--- src/rtl/core/iskl_pkg.sv ---
// Shared types and constants for the INI section/key lookup block.
// Used by the rtl/core modules but iskl_fifo; depends on nothing else.
`timescale 1ns / 1ps

package iskl_pkg;

    // Longest section or key name that is compared, in bytes.
    localparam int unsigned NAME_MAX = 8;
    localparam int unsigned NAME_IW  = $clog2(NAME_MAX);

    // Byte codes the parser reacts to.
    localparam logic [7:0] CH_SPACE   = 8'h20;
    localparam logic [7:0] CH_NEWLINE = 8'h0A;
    localparam logic [7:0] CH_SEMI    = 8'h3B;
    localparam logic [7:0] CH_EQUAL   = 8'h3D;
    localparam logic [7:0] CH_LBRACK  = 8'h5B;
    localparam logic [7:0] CH_RBRACK  = 8'h5D;

    // Configuration register indexes.
    localparam logic [1:0] REG_SECTION_NAME   = 2'd0;
    localparam logic [1:0] REG_SECTION_LENGTH = 2'd1;
    localparam logic [1:0] REG_KEY_NAME       = 2'd2;
    localparam logic [1:0] REG_KEY_LENGTH     = 2'd3;

    // Final status codes.
    typedef enum logic [1:0] {
        ST_FOUND      = 2'd0,
        ST_NO_SECTION = 2'd1,
        ST_NO_KEY     = 2'd2
    } status_t;

    // Parser modes.
    typedef enum logic [3:0] {
        MODE_LSTART = 4'd0,
        MODE_SKIP   = 4'd1,
        MODE_SLEAD  = 4'd2,
        MODE_SNAME  = 4'd3,
        MODE_STAIL  = 4'd4,
        MODE_SCLOSE = 4'd5,
        MODE_KNAME  = 4'd6,
        MODE_KEQ    = 4'd7,
        MODE_HSCAN  = 4'd8,
        MODE_VLEAD  = 4'd9,
        MODE_VDATA  = 4'd10
    } parse_mode_t;

    // Configuration register file.
    typedef struct packed {
        logic [63:0] section_name;
        logic [3:0]  section_length;
        logic [63:0] key_name;
        logic [3:0]  key_length;
    } cfg_t;

    // Byte classes worked out by the front end.
    typedef struct packed {
        logic le_space;   // byte up to 0x20, newline included
        logic blank;      // byte up to 0x20 other than newline
        logic newline;
        logic semi;
        logic equal;
        logic lbrack;
        logic rbrack;
    } char_class_t;

    // One classified item travelling from front end to parser.
    typedef struct packed {
        logic [7:0]          char_in;
        logic                eot;
        char_class_t         cls;
        logic [NAME_MAX-1:0] sec_hit;  // byte matches section name byte i
        logic [NAME_MAX-1:0] key_hit;  // byte matches key name byte i
    } item_t;

    // One result item.
    typedef struct packed {
        logic [7:0] value_char;
        logic       value_valid;
        logic       done_res;
        status_t    status;
        logic [9:0] value_length;
    } result_t;

endpackage

--- src/rtl/core/iskl_fifo.sv ---
// Small first-in first-out queue of register entries, full/empty handshake.
// Generic; used for the classified item queue and the result queue.
`timescale 1ns / 1ps

module iskl_fifo #(
    parameter int unsigned WIDTH = 8,
    parameter int unsigned DEPTH = 2
) (
    input  logic             clk,
    input  logic             rst_n,
    input  logic             push,
    input  logic [WIDTH-1:0] din,
    output logic             full,
    input  logic             pop,
    output logic [WIDTH-1:0] dout,
    output logic             empty
);

    localparam int unsigned AW = (DEPTH > 1) ? $clog2(DEPTH) : 1;
    localparam int unsigned CW = $clog2(DEPTH + 1);
    localparam logic [AW-1:0] LAST = AW'(DEPTH - 1);
    localparam logic [CW-1:0] CNT_FULL = CW'(DEPTH);

    logic [WIDTH-1:0] mem [DEPTH];
    logic [AW-1:0]    wr_ptr_reg, wr_ptr_next;
    logic [AW-1:0]    rd_ptr_reg, rd_ptr_next;
    logic [CW-1:0]    count_reg, count_next;
    logic             do_push, do_pop;

    assign full    = (count_reg == CNT_FULL);
    assign empty   = (count_reg == '0);
    assign do_push = push && !full;
    assign do_pop  = pop && !empty;
    assign dout    = mem[rd_ptr_reg];

    // Pointer and fill count update.
    always_comb
    begin
        wr_ptr_next = wr_ptr_reg;
        rd_ptr_next = rd_ptr_reg;
        count_next  = count_reg;
        if (do_push)
        begin
            wr_ptr_next = (wr_ptr_reg == LAST) ? '0 : wr_ptr_reg + AW'(1);
        end
        if (do_pop)
        begin
            rd_ptr_next = (rd_ptr_reg == LAST) ? '0 : rd_ptr_reg + AW'(1);
        end
        if (do_push && !do_pop)
        begin
            count_next = count_reg + CW'(1);
        end
        else if (do_pop && !do_push)
        begin
            count_next = count_reg - CW'(1);
        end
    end

    always_ff @(posedge clk or negedge rst_n)
    begin
        if (!rst_n)
        begin
            wr_ptr_reg <= '0;
            rd_ptr_reg <= '0;
            count_reg  <= '0;
        end
        else
        begin
            wr_ptr_reg <= wr_ptr_next;
            rd_ptr_reg <= rd_ptr_next;
            count_reg  <= count_next;
        end
    end

    // Entry storage; no reset needed for payload.
    always_ff @(posedge clk)
    begin
        if (do_push)
        begin
            mem[wr_ptr_reg] <= din;
        end
    end

endmodule

--- src/rtl/core/iskl_front.sv ---
// Front end: accepts text bytes, classifies them and compares them against
// every name byte, then queues them. Depends on iskl_pkg and iskl_fifo.
`timescale 1ns / 1ps

module iskl_front (
    input  logic                clk,
    input  logic                rst_n,
    input  logic                push,
    output logic                full,
    input  logic [7:0]          char_in,
    input  logic                end_of_text,
    input  iskl_pkg::cfg_t      cfg,
    input  logic                item_pop,
    output iskl_pkg::item_t     item,
    output logic                item_empty
);

    localparam int unsigned IW = $bits(iskl_pkg::item_t);

    iskl_pkg::item_t item_in;
    logic [IW-1:0]   q_dout;

    // Letters compare without case.
    function automatic logic same_char(input logic [7:0] c, input logic [7:0] w);
        logic letter;
        begin
            letter = ((c >= 8'h61) && (c <= 8'h7A)) || ((c >= 8'h41) && (c <= 8'h5A));
            same_char = (c == w) || (((c ^ w) == iskl_pkg::CH_SPACE) && letter);
        end
    endfunction

    // Byte classes and name comparisons.
    always_comb
    begin
        item_in.char_in        = char_in;
        item_in.eot            = end_of_text;
        item_in.cls.le_space   = (char_in <= iskl_pkg::CH_SPACE);
        item_in.cls.newline    = (char_in == iskl_pkg::CH_NEWLINE);
        item_in.cls.blank      = (char_in <= iskl_pkg::CH_SPACE) &&
                                 (char_in != iskl_pkg::CH_NEWLINE);
        item_in.cls.semi       = (char_in == iskl_pkg::CH_SEMI);
        item_in.cls.equal      = (char_in == iskl_pkg::CH_EQUAL);
        item_in.cls.lbrack     = (char_in == iskl_pkg::CH_LBRACK);
        item_in.cls.rbrack     = (char_in == iskl_pkg::CH_RBRACK);
        for (int i = 0; i < iskl_pkg::NAME_MAX; i++)
        begin
            item_in.sec_hit[i] = same_char(char_in, cfg.section_name[8*i +: 8]);
            item_in.key_hit[i] = same_char(char_in, cfg.key_name[8*i +: 8]);
        end
    end

    // Queue between front end and parser.
    iskl_fifo #(
        .WIDTH (IW),
        .DEPTH (2)
    ) u_item_q (
        .clk   (clk),
        .rst_n (rst_n),
        .push  (push),
        .din   (item_in),
        .full  (full),
        .pop   (item_pop),
        .dout  (q_dout),
        .empty (item_empty)
    );

    assign item = iskl_pkg::item_t'(q_dout);

endmodule

--- src/rtl/core/iskl_parse.sv ---
// Back end: the line parser state machine; one queued item per cycle unless stalled.
// Depends on iskl_pkg; fed by iskl_front, feeds the result queue.
`timescale 1ns / 1ps

module iskl_parse #(
    parameter int unsigned VALUE_MAX = 512
) (
    input  logic                 clk,
    input  logic                 rst_n,
    input  iskl_pkg::cfg_t       cfg,
    input  iskl_pkg::item_t      item,
    input  logic                 item_empty,
    output logic                 item_pop,
    input  logic                 res_full,
    output logic                 res_push,
    output iskl_pkg::result_t    res
);

    localparam int unsigned CW = $clog2(VALUE_MAX + 1);
    localparam logic [CW-1:0] VMAX = CW'(VALUE_MAX);
    localparam logic [3:0] NMAX = 4'(iskl_pkg::NAME_MAX);

    iskl_pkg::parse_mode_t mode_reg, mode_next;
    logic [3:0]    mpos_reg, mpos_next;
    logic          seen_reg, seen_next;
    logic          inside_reg, inside_next;
    logic          header_reg, header_next;
    logic          fin_reg, fin_next;
    logic          aux_reg, aux_next;
    logic          lastrb_reg, lastrb_next;
    logic [CW-1:0] cnt_reg, cnt_next;

    logic [3:0]        sec_len, key_len;
    logic              take;
    logic              res_valid;
    logic [CW+9:0]     cnt_ext;
    iskl_pkg::result_t found_res;

    // An item is taken when one waits and the result queue has room.
    assign take     = !item_empty && !res_full;
    assign item_pop = take;
    assign res_push = take && res_valid;

    // Names longer than the compare window count as the window.
    assign sec_len = (cfg.section_length > NMAX) ? NMAX : cfg.section_length;
    assign key_len = (cfg.key_length > NMAX) ? NMAX : cfg.key_length;

    // Final report for a found key; a value ending in ']' on a '[' line reports no key.
    assign cnt_ext = {10'd0, cnt_reg};
    always_comb
    begin
        found_res             = '0;
        found_res.done_res    = 1'b1;
        if (header_reg && (cnt_reg != '0) && lastrb_reg)
        begin
            found_res.status = iskl_pkg::ST_NO_KEY;
        end
        else
        begin
            found_res.status       = iskl_pkg::ST_FOUND;
            found_res.value_length = cnt_ext[9:0];
        end
    end

    // Next state; a byte may pass through up to three modes combinationally.
    always_comb
    begin
        logic go;
        mode_next   = mode_reg;
        mpos_next   = mpos_reg;
        seen_next   = seen_reg;
        inside_next = inside_reg;
        header_next = header_reg;
        fin_next    = fin_reg;
        aux_next    = aux_reg;
        lastrb_next = lastrb_reg;
        cnt_next    = cnt_reg;
        res         = '0;
        res_valid   = 1'b0;
        go          = 1'b0;

        if (item.eot)
        begin
            // End of text: report unless already reported, then restart.
            if (!fin_reg)
            begin
                res_valid = 1'b1;
                if ((mode_reg == iskl_pkg::MODE_VLEAD) || (mode_reg == iskl_pkg::MODE_VDATA))
                begin
                    res = found_res;
                end
                else
                begin
                    res.done_res = 1'b1;
                    res.status   = (seen_reg || ((mode_reg == iskl_pkg::MODE_SCLOSE) && aux_reg))
                                   ? iskl_pkg::ST_NO_KEY : iskl_pkg::ST_NO_SECTION;
                end
            end
            mode_next   = iskl_pkg::MODE_LSTART;
            mpos_next   = '0;
            seen_next   = 1'b0;
            inside_next = 1'b0;
            header_next = 1'b0;
            fin_next    = 1'b0;
            aux_next    = 1'b0;
            lastrb_next = 1'b0;
            cnt_next    = '0;
        end
        else if (!fin_reg)
        begin
            go = 1'b1;
        end

        for (int pass = 0; pass < 3; pass++)
        begin
            if (go)
            begin
                go = 1'b0;
                unique case (mode_next)
                    iskl_pkg::MODE_LSTART:
                    begin
                        if (!item.cls.le_space)
                        begin
                            if (item.cls.semi)
                            begin
                                mode_next = iskl_pkg::MODE_SKIP;
                            end
                            else if (inside_next)
                            begin
                                header_next = item.cls.lbrack;
                                mpos_next   = '0;
                                mode_next   = iskl_pkg::MODE_KNAME;
                                go          = 1'b1;
                            end
                            else if (item.cls.lbrack)
                            begin
                                mode_next = iskl_pkg::MODE_SLEAD;
                            end
                            else
                            begin
                                mode_next = iskl_pkg::MODE_SKIP;
                            end
                        end
                    end
                    iskl_pkg::MODE_SLEAD:
                    begin
                        if (!item.cls.blank)
                        begin
                            mpos_next = '0;
                            mode_next = iskl_pkg::MODE_SNAME;
                            go        = 1'b1;
                        end
                    end
                    iskl_pkg::MODE_SNAME:
                    begin
                        if (!item.cls.newline && (mpos_next < sec_len) &&
                            item.sec_hit[mpos_next[iskl_pkg::NAME_IW-1:0]])
                        begin
                            mpos_next = mpos_next + 4'd1;
                        end
                        else
                        begin
                            aux_next  = (mpos_next == sec_len);
                            mode_next = iskl_pkg::MODE_STAIL;
                            go        = 1'b1;
                        end
                    end
                    iskl_pkg::MODE_STAIL:
                    begin
                        if (!item.cls.blank)
                        begin
                            if (item.cls.rbrack)
                            begin
                                mode_next = iskl_pkg::MODE_SCLOSE;
                            end
                            else
                            begin
                                mode_next = item.cls.newline ? iskl_pkg::MODE_LSTART
                                                             : iskl_pkg::MODE_SKIP;
                            end
                        end
                    end
                    iskl_pkg::MODE_SCLOSE:
                    begin
                        if (!item.cls.blank)
                        begin
                            if (item.cls.newline)
                            begin
                                if (aux_next)
                                begin
                                    inside_next = 1'b1;
                                    seen_next   = 1'b1;
                                end
                                mode_next = iskl_pkg::MODE_LSTART;
                            end
                            else
                            begin
                                mode_next = iskl_pkg::MODE_SKIP;
                            end
                        end
                    end
                    iskl_pkg::MODE_KNAME:
                    begin
                        if (!item.cls.newline && (mpos_next < key_len) &&
                            item.key_hit[mpos_next[iskl_pkg::NAME_IW-1:0]])
                        begin
                            mpos_next = mpos_next + 4'd1;
                        end
                        else if (mpos_next == key_len)
                        begin
                            mode_next = iskl_pkg::MODE_KEQ;
                            go        = 1'b1;
                        end
                        else if (header_next)
                        begin
                            aux_next  = 1'b0;
                            mode_next = iskl_pkg::MODE_HSCAN;
                            go        = 1'b1;
                        end
                        else
                        begin
                            mode_next = item.cls.newline ? iskl_pkg::MODE_LSTART
                                                         : iskl_pkg::MODE_SKIP;
                        end
                    end
                    iskl_pkg::MODE_KEQ:
                    begin
                        if (!item.cls.blank)
                        begin
                            if (item.cls.equal)
                            begin
                                mode_next = iskl_pkg::MODE_VLEAD;
                            end
                            else
                            begin
                                mode_next = item.cls.newline ? iskl_pkg::MODE_LSTART
                                                             : iskl_pkg::MODE_SKIP;
                            end
                        end
                    end
                    iskl_pkg::MODE_HSCAN:
                    begin
                        // Track whether the last non-blank byte of the line is ']'.
                        if (item.cls.newline)
                        begin
                            if (aux_next)
                            begin
                                inside_next = 1'b0;
                            end
                            mode_next = iskl_pkg::MODE_LSTART;
                        end
                        else if (!item.cls.blank)
                        begin
                            aux_next = item.cls.rbrack;
                        end
                    end
                    iskl_pkg::MODE_VLEAD:
                    begin
                        if (!item.cls.blank)
                        begin
                            mode_next = iskl_pkg::MODE_VDATA;
                            go        = 1'b1;
                        end
                    end
                    iskl_pkg::MODE_VDATA:
                    begin
                        if (item.cls.newline)
                        begin
                            res       = found_res;
                            res_valid = 1'b1;
                            fin_next  = 1'b1;
                        end
                        else
                        begin
                            lastrb_next = item.cls.rbrack;
                            if (cnt_next < VMAX)
                            begin
                                cnt_next          = cnt_next + CW'(1);
                                res.value_char    = item.char_in;
                                res.value_valid   = 1'b1;
                                res_valid         = 1'b1;
                            end
                        end
                    end
                    iskl_pkg::MODE_SKIP:
                    begin
                        if (item.cls.newline)
                        begin
                            mode_next = iskl_pkg::MODE_LSTART;
                        end
                    end
                    default:
                    begin
                        mode_next = iskl_pkg::MODE_SKIP;
                    end
                endcase
            end
        end
    end

    // Parser state register.
    always_ff @(posedge clk or negedge rst_n)
    begin
        if (!rst_n)
        begin
            mode_reg   <= iskl_pkg::MODE_LSTART;
            mpos_reg   <= '0;
            seen_reg   <= 1'b0;
            inside_reg <= 1'b0;
            header_reg <= 1'b0;
            fin_reg    <= 1'b0;
            aux_reg    <= 1'b0;
            lastrb_reg <= 1'b0;
            cnt_reg    <= '0;
        end
        else if (take)
        begin
            mode_reg   <= mode_next;
            mpos_reg   <= mpos_next;
            seen_reg   <= seen_next;
            inside_reg <= inside_next;
            header_reg <= header_next;
            fin_reg    <= fin_next;
            aux_reg    <= aux_next;
            lastrb_reg <= lastrb_next;
            cnt_reg    <= cnt_next;
        end
    end

    // A result is either a value byte or the final report, never both.
    a_one_kind: assert property (@(posedge clk) disable iff (!rst_n)
        res_push |-> !(res.value_valid && res.done_res))
        else $error("result marked both value byte and final report");

    // The kept value length never passes its limit.
    a_cnt_bound: assert property (@(posedge clk) disable iff (!rst_n)
        cnt_reg <= VMAX)
        else $error("value count above limit");

    // After the report only end of text is acted on, and silently.
    a_quiet_after_done: assert property (@(posedge clk) disable iff (!rst_n)
        take && fin_reg |-> !res_push)
        else $error("result after final report");

    // A final report mid-text leaves the parser finished.
    a_done_sticks: assert property (@(posedge clk) disable iff (!rst_n)
        res_push && res.done_res && !item.eot |=> fin_reg)
        else $error("parser not finished after report");

endmodule

--- src/rtl/core/ini_section_key_lookup.sv ---
// Top level of the INI section/key lookup: config registers, front end,
// parser and result queue. Depends on iskl_pkg, iskl_front, iskl_parse, iskl_fifo.
//
//   Channel   Handshake         Payload
//   ------    ---------------   ---------------------------------------------------
//   text in   push / full       char_in, end_of_text
//   results   empty / pop       value_char, value_valid, done_res, status, value_length
//   config    cfg_we            cfg_index, cfg_data
//
// One text byte is taken every cycle while full is low; the parser walks each byte
// through up to three modes combinationally and holds it while the result queue is
// full. A byte is registered in the input queue, its result in the result queue.
// Two-entry queues on both sides of the parser let input and output stall apart;
// full rises only when the result side has been stalled long enough to back up.
// Reset clears the configuration registers to zero and the parser to line start.
`timescale 1ns / 1ps

module ini_section_key_lookup #(
    parameter int unsigned VALUE_MAX = 512
) (
    input  logic        clk,
    input  logic        rst_n,
    input  logic        push,
    output logic        full,
    input  logic [7:0]  char_in,
    input  logic        end_of_text,
    output logic        empty,
    input  logic        pop,
    output logic [7:0]  value_char,
    output logic        value_valid,
    output logic        done_res,
    output logic [1:0]  status,
    output logic [9:0]  value_length,
    input  logic        cfg_we,
    input  logic [1:0]  cfg_index,
    input  logic [63:0] cfg_data
);

    localparam int unsigned RW = $bits(iskl_pkg::result_t);

    iskl_pkg::cfg_t    cfg_reg;
    iskl_pkg::item_t   item;
    logic              item_empty;
    logic              item_pop;
    logic              res_full;
    logic              res_push;
    iskl_pkg::result_t res_in;
    iskl_pkg::result_t res_out;
    logic [RW-1:0]     rq_dout;

    // Configuration register writes.
    always_ff @(posedge clk or negedge rst_n)
    begin
        if (!rst_n)
        begin
            cfg_reg <= '0;
        end
        else if (cfg_we)
        begin
            unique case (cfg_index)
                iskl_pkg::REG_SECTION_NAME:   cfg_reg.section_name   <= cfg_data;
                iskl_pkg::REG_SECTION_LENGTH: cfg_reg.section_length <= cfg_data[3:0];
                iskl_pkg::REG_KEY_NAME:       cfg_reg.key_name       <= cfg_data;
                iskl_pkg::REG_KEY_LENGTH:     cfg_reg.key_length     <= cfg_data[3:0];
                default:                      cfg_reg                <= cfg_reg;
            endcase
        end
    end

    // Byte classification and input queue.
    iskl_front u_front (
        .clk         (clk),
        .rst_n       (rst_n),
        .push        (push),
        .full        (full),
        .char_in     (char_in),
        .end_of_text (end_of_text),
        .cfg         (cfg_reg),
        .item_pop    (item_pop),
        .item        (item),
        .item_empty  (item_empty)
    );

    // Line parser.
    iskl_parse #(
        .VALUE_MAX (VALUE_MAX)
    ) u_parse (
        .clk        (clk),
        .rst_n      (rst_n),
        .cfg        (cfg_reg),
        .item       (item),
        .item_empty (item_empty),
        .item_pop   (item_pop),
        .res_full   (res_full),
        .res_push   (res_push),
        .res        (res_in)
    );

    // Result queue toward the consumer.
    iskl_fifo #(
        .WIDTH (RW),
        .DEPTH (2)
    ) u_res_q (
        .clk   (clk),
        .rst_n (rst_n),
        .push  (res_push),
        .din   (res_in),
        .full  (res_full),
        .pop   (pop),
        .dout  (rq_dout),
        .empty (empty)
    );

    assign res_out      = iskl_pkg::result_t'(rq_dout);
    assign value_char   = res_out.value_char;
    assign value_valid  = res_out.value_valid;
    assign done_res     = res_out.done_res;
    assign status       = res_out.status;
    assign value_length = res_out.value_length;

endmodule

--- config.mk ---
export PLATFORM = sky130hd
export DESIGN_NAME = ini_section_key_lookup
export DESIGN_NICKNAME = d
export VERILOG_FILES = /design/src/rtl/core/iskl_pkg.sv /design/src/rtl/core/iskl_fifo.sv /design/src/rtl/core/iskl_front.sv /design/src/rtl/core/iskl_parse.sv /design/src/rtl/core/ini_section_key_lookup.sv
export SDC_FILE = /design/constraint.sdc
export NUM_CORES = 1
export LEC_CHECK = 0
export BUFFER_PORTS_ARGS = -buffer_cell sky130_fd_sc_hd__buf_4
export CORE_MARGIN = 2
export CORE_UTILIZATION = 65
export CTS_CLUSTER_SIZE = 25
export DETAILED_ROUTE_END_ITERATION = 7
export PLACE_DENSITY = 0.93
export SYNTH_ARGS = -nofsm -noshare
export SYNTH_HDL_FRONTEND = slang
export SYNTH_SLANG_ARGS = --single-unit
--- constraint.sdc ---
create_clock -name clk -period 18.44 [get_ports clk]
set_clock_uncertainty 0.15 [all_clocks]
set_input_delay 0.922 -clock clk [delete_from_list [all_inputs] [get_ports clk]]
set_output_delay 0.922 -clock clk [all_outputs]
set_load 0.005 [all_outputs]
==> impl_metrics.py <==
metrics = {
    "yosys": {
        "synthCells": 1348,
        "synth.distinct_cells": 98,
        "ys_seq_area_share_pct": 48.7,
        "avgSynthCellArea_um2": 11.3,
        "synth_flop_cell": "dfrtp_1",
        "syn_nets": 1450,
        "ys_warn_count": 0,
        "syn_area_um2": 15300,
        "ys_async_sr_fraction_pct": 60.9,
        "synth-seq-cells": 276,
        "synth-edff-count": 108,
    },
    "route": {
        "drc": 0,
        "dr.pass1.iters": 5,
        "vias": 11807,
        "wl_per_cell_um": 23.7,
        "via_per_inst": 6.72,
        "detail_route.iter0.violations": 1225,
        "detail-route-antenna-nets": 0,
        "wl_mm": 41.6,
    },
    "clock_network": {
        "cts.htree.levels": 1,
        "post-cts-setup-buffer-count": 0,
        "hold_buffers": 0,
        "path_clk_slew_ns": 0.07,
        "cts_buffer_depth": 3,
        "cts_root_buf": "clkbuf_16",
        "insertion_delay_ns": 0.56,
        "post_cts_resized": 0,
        "cts_made_buffers": 28,
        "cts_sinks": 276,
        "cts_tree": "yes",
    },
    "timing": {
        "hold_viol": 0,
        "worstMarginPinSlew_ns": 1.22,
        "fmax_mhz": 146,
        "rsz0062_at_grt": "false",
        "whs_ns": 0.288,
        "slew_violations": 0,
        "worst_slack_ns": 11.57,
        "final.setup.tns_ns": 0,
        "period_minus_slack_ns": 6.87,
        "setup-violations-final": 0,
        "period_share_pct": 37.3,
        "slew_headroom_pct": 18.5,
    },
    "critical_path": {
        "path_cells": "buf_4 > mux2_4 > nor2_1 > inv_1 > ha_1 > nor2b_1 > nor3_1 > o21ai_1 > or4_1 > nor2_2 > o21ai_0 > o32ai_1 > ha_1 > nand3_1 > o22ai_1 > nor3_1 > nor2_1 > nor4_1 > o21a_1 > o31ai_1 > o211a_1 > or4_1 > o21a_1 > o22ai_1",
        "ff2ff_setup_slack_ns": 11.57,
        "critPathArrivalTime_ns": 7.20,
        "cpMaxStageDelayCell": "or4_1",
        "worst-path-buf-inv": 2,
        "critPathMaxStageDelay_ns": 0.73,
        "timing.rr.end": "u_parse.mode_reg[0]",
        "required_ns": 18.77,
        "path_max_fanout": 60,
        "cp-end-kind": "flop",
        "reg2reg_from": "u_front.u_item_q.rd_ptr_reg",
        "crit_path_start_kind": "flop",
        "rr_worst_depth": 24,
        "worstSetupPathType": "reg -> reg",
        "critPathTopFamily": "simple AND/OR/NAND/NOR gates",
    },
    "finish": {
        "largest_register_ffs": 136,
        "final_cell_mix": "167 x dfrtp_1, 165 x mux2_2, 111 x buf_4",
        "diodes": 0,
        "filler_cell_count": 1419,
        "drive_above_1_share_pct": 25.3,
        "multiInputGateArea_um2": 7420,
        "seq_area_um2": 7450,
        "area_delta_synth_final_pct": 12.6,
        "nets": 1519,
        "final_common_cell": "dfrtp_1",
    },
    "pwr": {
        "clkPwrFrac_pct": 26.8,
        "p_sw_share_pct": 35.0,
        "power_leakage_nw": 6.89,
        "switching_power_uw": 783,
        "vdd_ir_drop_max_mv": 0.0946,
        "seq_power_share_pct": 39.9,
        "intPower_mw": 1.45,
        "p_comb_share_pct": 33.3,
        "p_per_area_nw_per_um2": 130,
    },
    "global_routing": {
        "gr-total-overflow": 0,
        "grt_max_degree": 86,
        "antenna_found_initial": 0,
        "grt_pass1_wl_mm": 66.0,
        "grt_pass1_vias": 12145,
        "grt_usage_pct": 34.2,
    },
    "run_status": {
        "status": "completed",
    },
    "floorplan": {
        "rows": 56,
        "dieArea_um2": 24800,
        "die_height_um": 157,
        "ios": 104,
        "die_w_um": 157,
        "start_util_pct": 65.8,
        "fp.coreArea_um2": 23300,
    },
    "place": {
        "place_congestion": 0.954,
        "io_buffers": 103,
        "pre_cts_slack_ns": 11.77,
        "dp_hpwl_mm": 27.2,
    },
    "worst_hold_path": {
        "hold_class": "in -> async",
    },
    "run": {
        "cap_violations": 0,
    },
}
-- power by group through the flow --
stage,Clock [mW],Sequential [mW],Combinational (mW)
final,0.600,0.891,0.744
after detailed placement,0,0.895,0.710
after global routing,0.629,0.905,0.798
after global placement,0,0.882,0.688
after CTS,0.604,0.889,0.730
after floorplan,0,0.846,0.542
-- cell type report --
class                           instances  area share (%)
Sequential cell                       276            43.3
Multi-Input combinational cell        970            43.1
Timing Repair Buffer                  112            4.91
Clock buffer                           36            4.78
Tap cell                              319            2.32
Clock inverter                         16            1.02
Inverter                               29           0.632
-- cell usage after synthesis (8+ instances only) --
| library cell | instances | area share (%) |
|---|---|---|
| dfrtp_1 | 168 | 27 |
| mux2_2 | 165 | 12 |
| edfxtp_1 | 108 | 21 |
| xor2_1 | 86 | 4.9 |
| nand2_1 | 84 | 2.1 |
| nor2_1 | 68 | 1.7 |
| xnor2_1 | 62 | 3.5 |
| a21oi_1 | 48 | 1.6 |
| clkbuf_1 | 46 | 1.1 |
| o21ai_0 | 43 | 1.4 |
| nand3_1 | 35 | 1.1 |
| nand4_1 | 29 | 1.2 |
| inv_1 | 27 | 0.66 |
| nor4_1 | 25 | 1.0 |
| nor3_1 | 23 | 0.75 |
| ha_1 | 22 | 1.8 |
| and3_1 | 17 | 0.70 |
| mux2i_1 | 17 | 1.1 |
| nor2b_1 | 17 | 0.70 |
| nand2b_1 | 15 | 0.61 |
| a31oi_1 | 14 | 0.57 |
| and2_1 | 12 | 0.49 |
| a21o_1 | 11 | 0.54 |
| o22ai_1 | 11 | 0.45 |
| buf_2 | 10 | 0.33 |
| buf_1 | 9 | 0.22 |
| o31ai_1 | 9 | 0.44 |
| o211ai_1 | 8 | 0.39 |
| o21ai_1 | 8 | 0.26 |
| or3_1 | 8 | 0.33 |
-- per-layer routing --
layer  GRT usage (%)  share of wire, %
met1            44.6                39
met2            58.5                50
met3            5.78               8.3
met4            11.1               2.8
met5               0                 0
-- worst reg2reg max path, cell delays in order (launching register included) --
cell,delay [ns]
dfrtp_2,0.38
buf_4,0.60
mux2_4,0.46
nor2_1,0.21
inv_1,0.26
ha_1,0.19
nor2b_1,0.04
nor3_1,0.15
o21ai_1,0.15
or4_1,0.73
nor2_2,0.29
o21ai_0,0.19
o32ai_1,0.53
ha_1,0.36
nand3_1,0.12
o22ai_1,0.09
nor3_1,0.40
nor2_1,0.12
nor4_1,0.28
o21a_1,0.15
o31ai_1,0.06
o211a_1,0.21
or4_1,0.45
o21a_1,0.13
o22ai_1,0.11
-- worst max-delay path by stage --
stage | end | slack, ns | from | cells after the start
2_1_floorplan | u_parse.mode_reg[0] | 12.56 | u_front.u_item_q.rd_ptr_reg | 27
3_3_place_gp | u_parse.mode_reg[0] | 12.00 | u_front.u_item_q.rd_ptr_reg | 25
3_5_place_dp | u_parse.mode_reg[0] | 11.77 | u_front.u_item_q.rd_ptr_reg | 24
4_1_cts | u_parse.mode_reg[0] | 11.70 | u_front.u_item_q.rd_ptr_reg | 24
5_1_grt | u_parse.mode_reg[0] | 11.07 | u_front.u_item_q.rd_ptr_reg | 24
6_report | u_parse.mode_reg[0] | 11.57 | u_front.u_item_q.rd_ptr_reg | 24
-- logic make-up after synthesis --
kind of cell,share of synthesized area [%]
flip-flops,48.7
adder cells (fa/ha/maj),1.86
AND/OR/NAND/NOR,13.1
multiplexers,14.2
AO/OA/AOI/OAI,10.9
XOR/XNOR,8.47
buffers and inverters,2.89
-- through the flow --
stage	instance area (um2)	power (mW)	util, %	instances
floorplan	15300	1.39	-	1348
global placement	16200	1.57	69.7	1706
detailed placement	16200	1.61	69.7	1706
CTS	17200	2.22	74.0	1758
global route	17200	2.33	74.0	1758
finish	17200	2.24	74.0	1758
No activity file was read; power rests on OpenSTA's default activity.
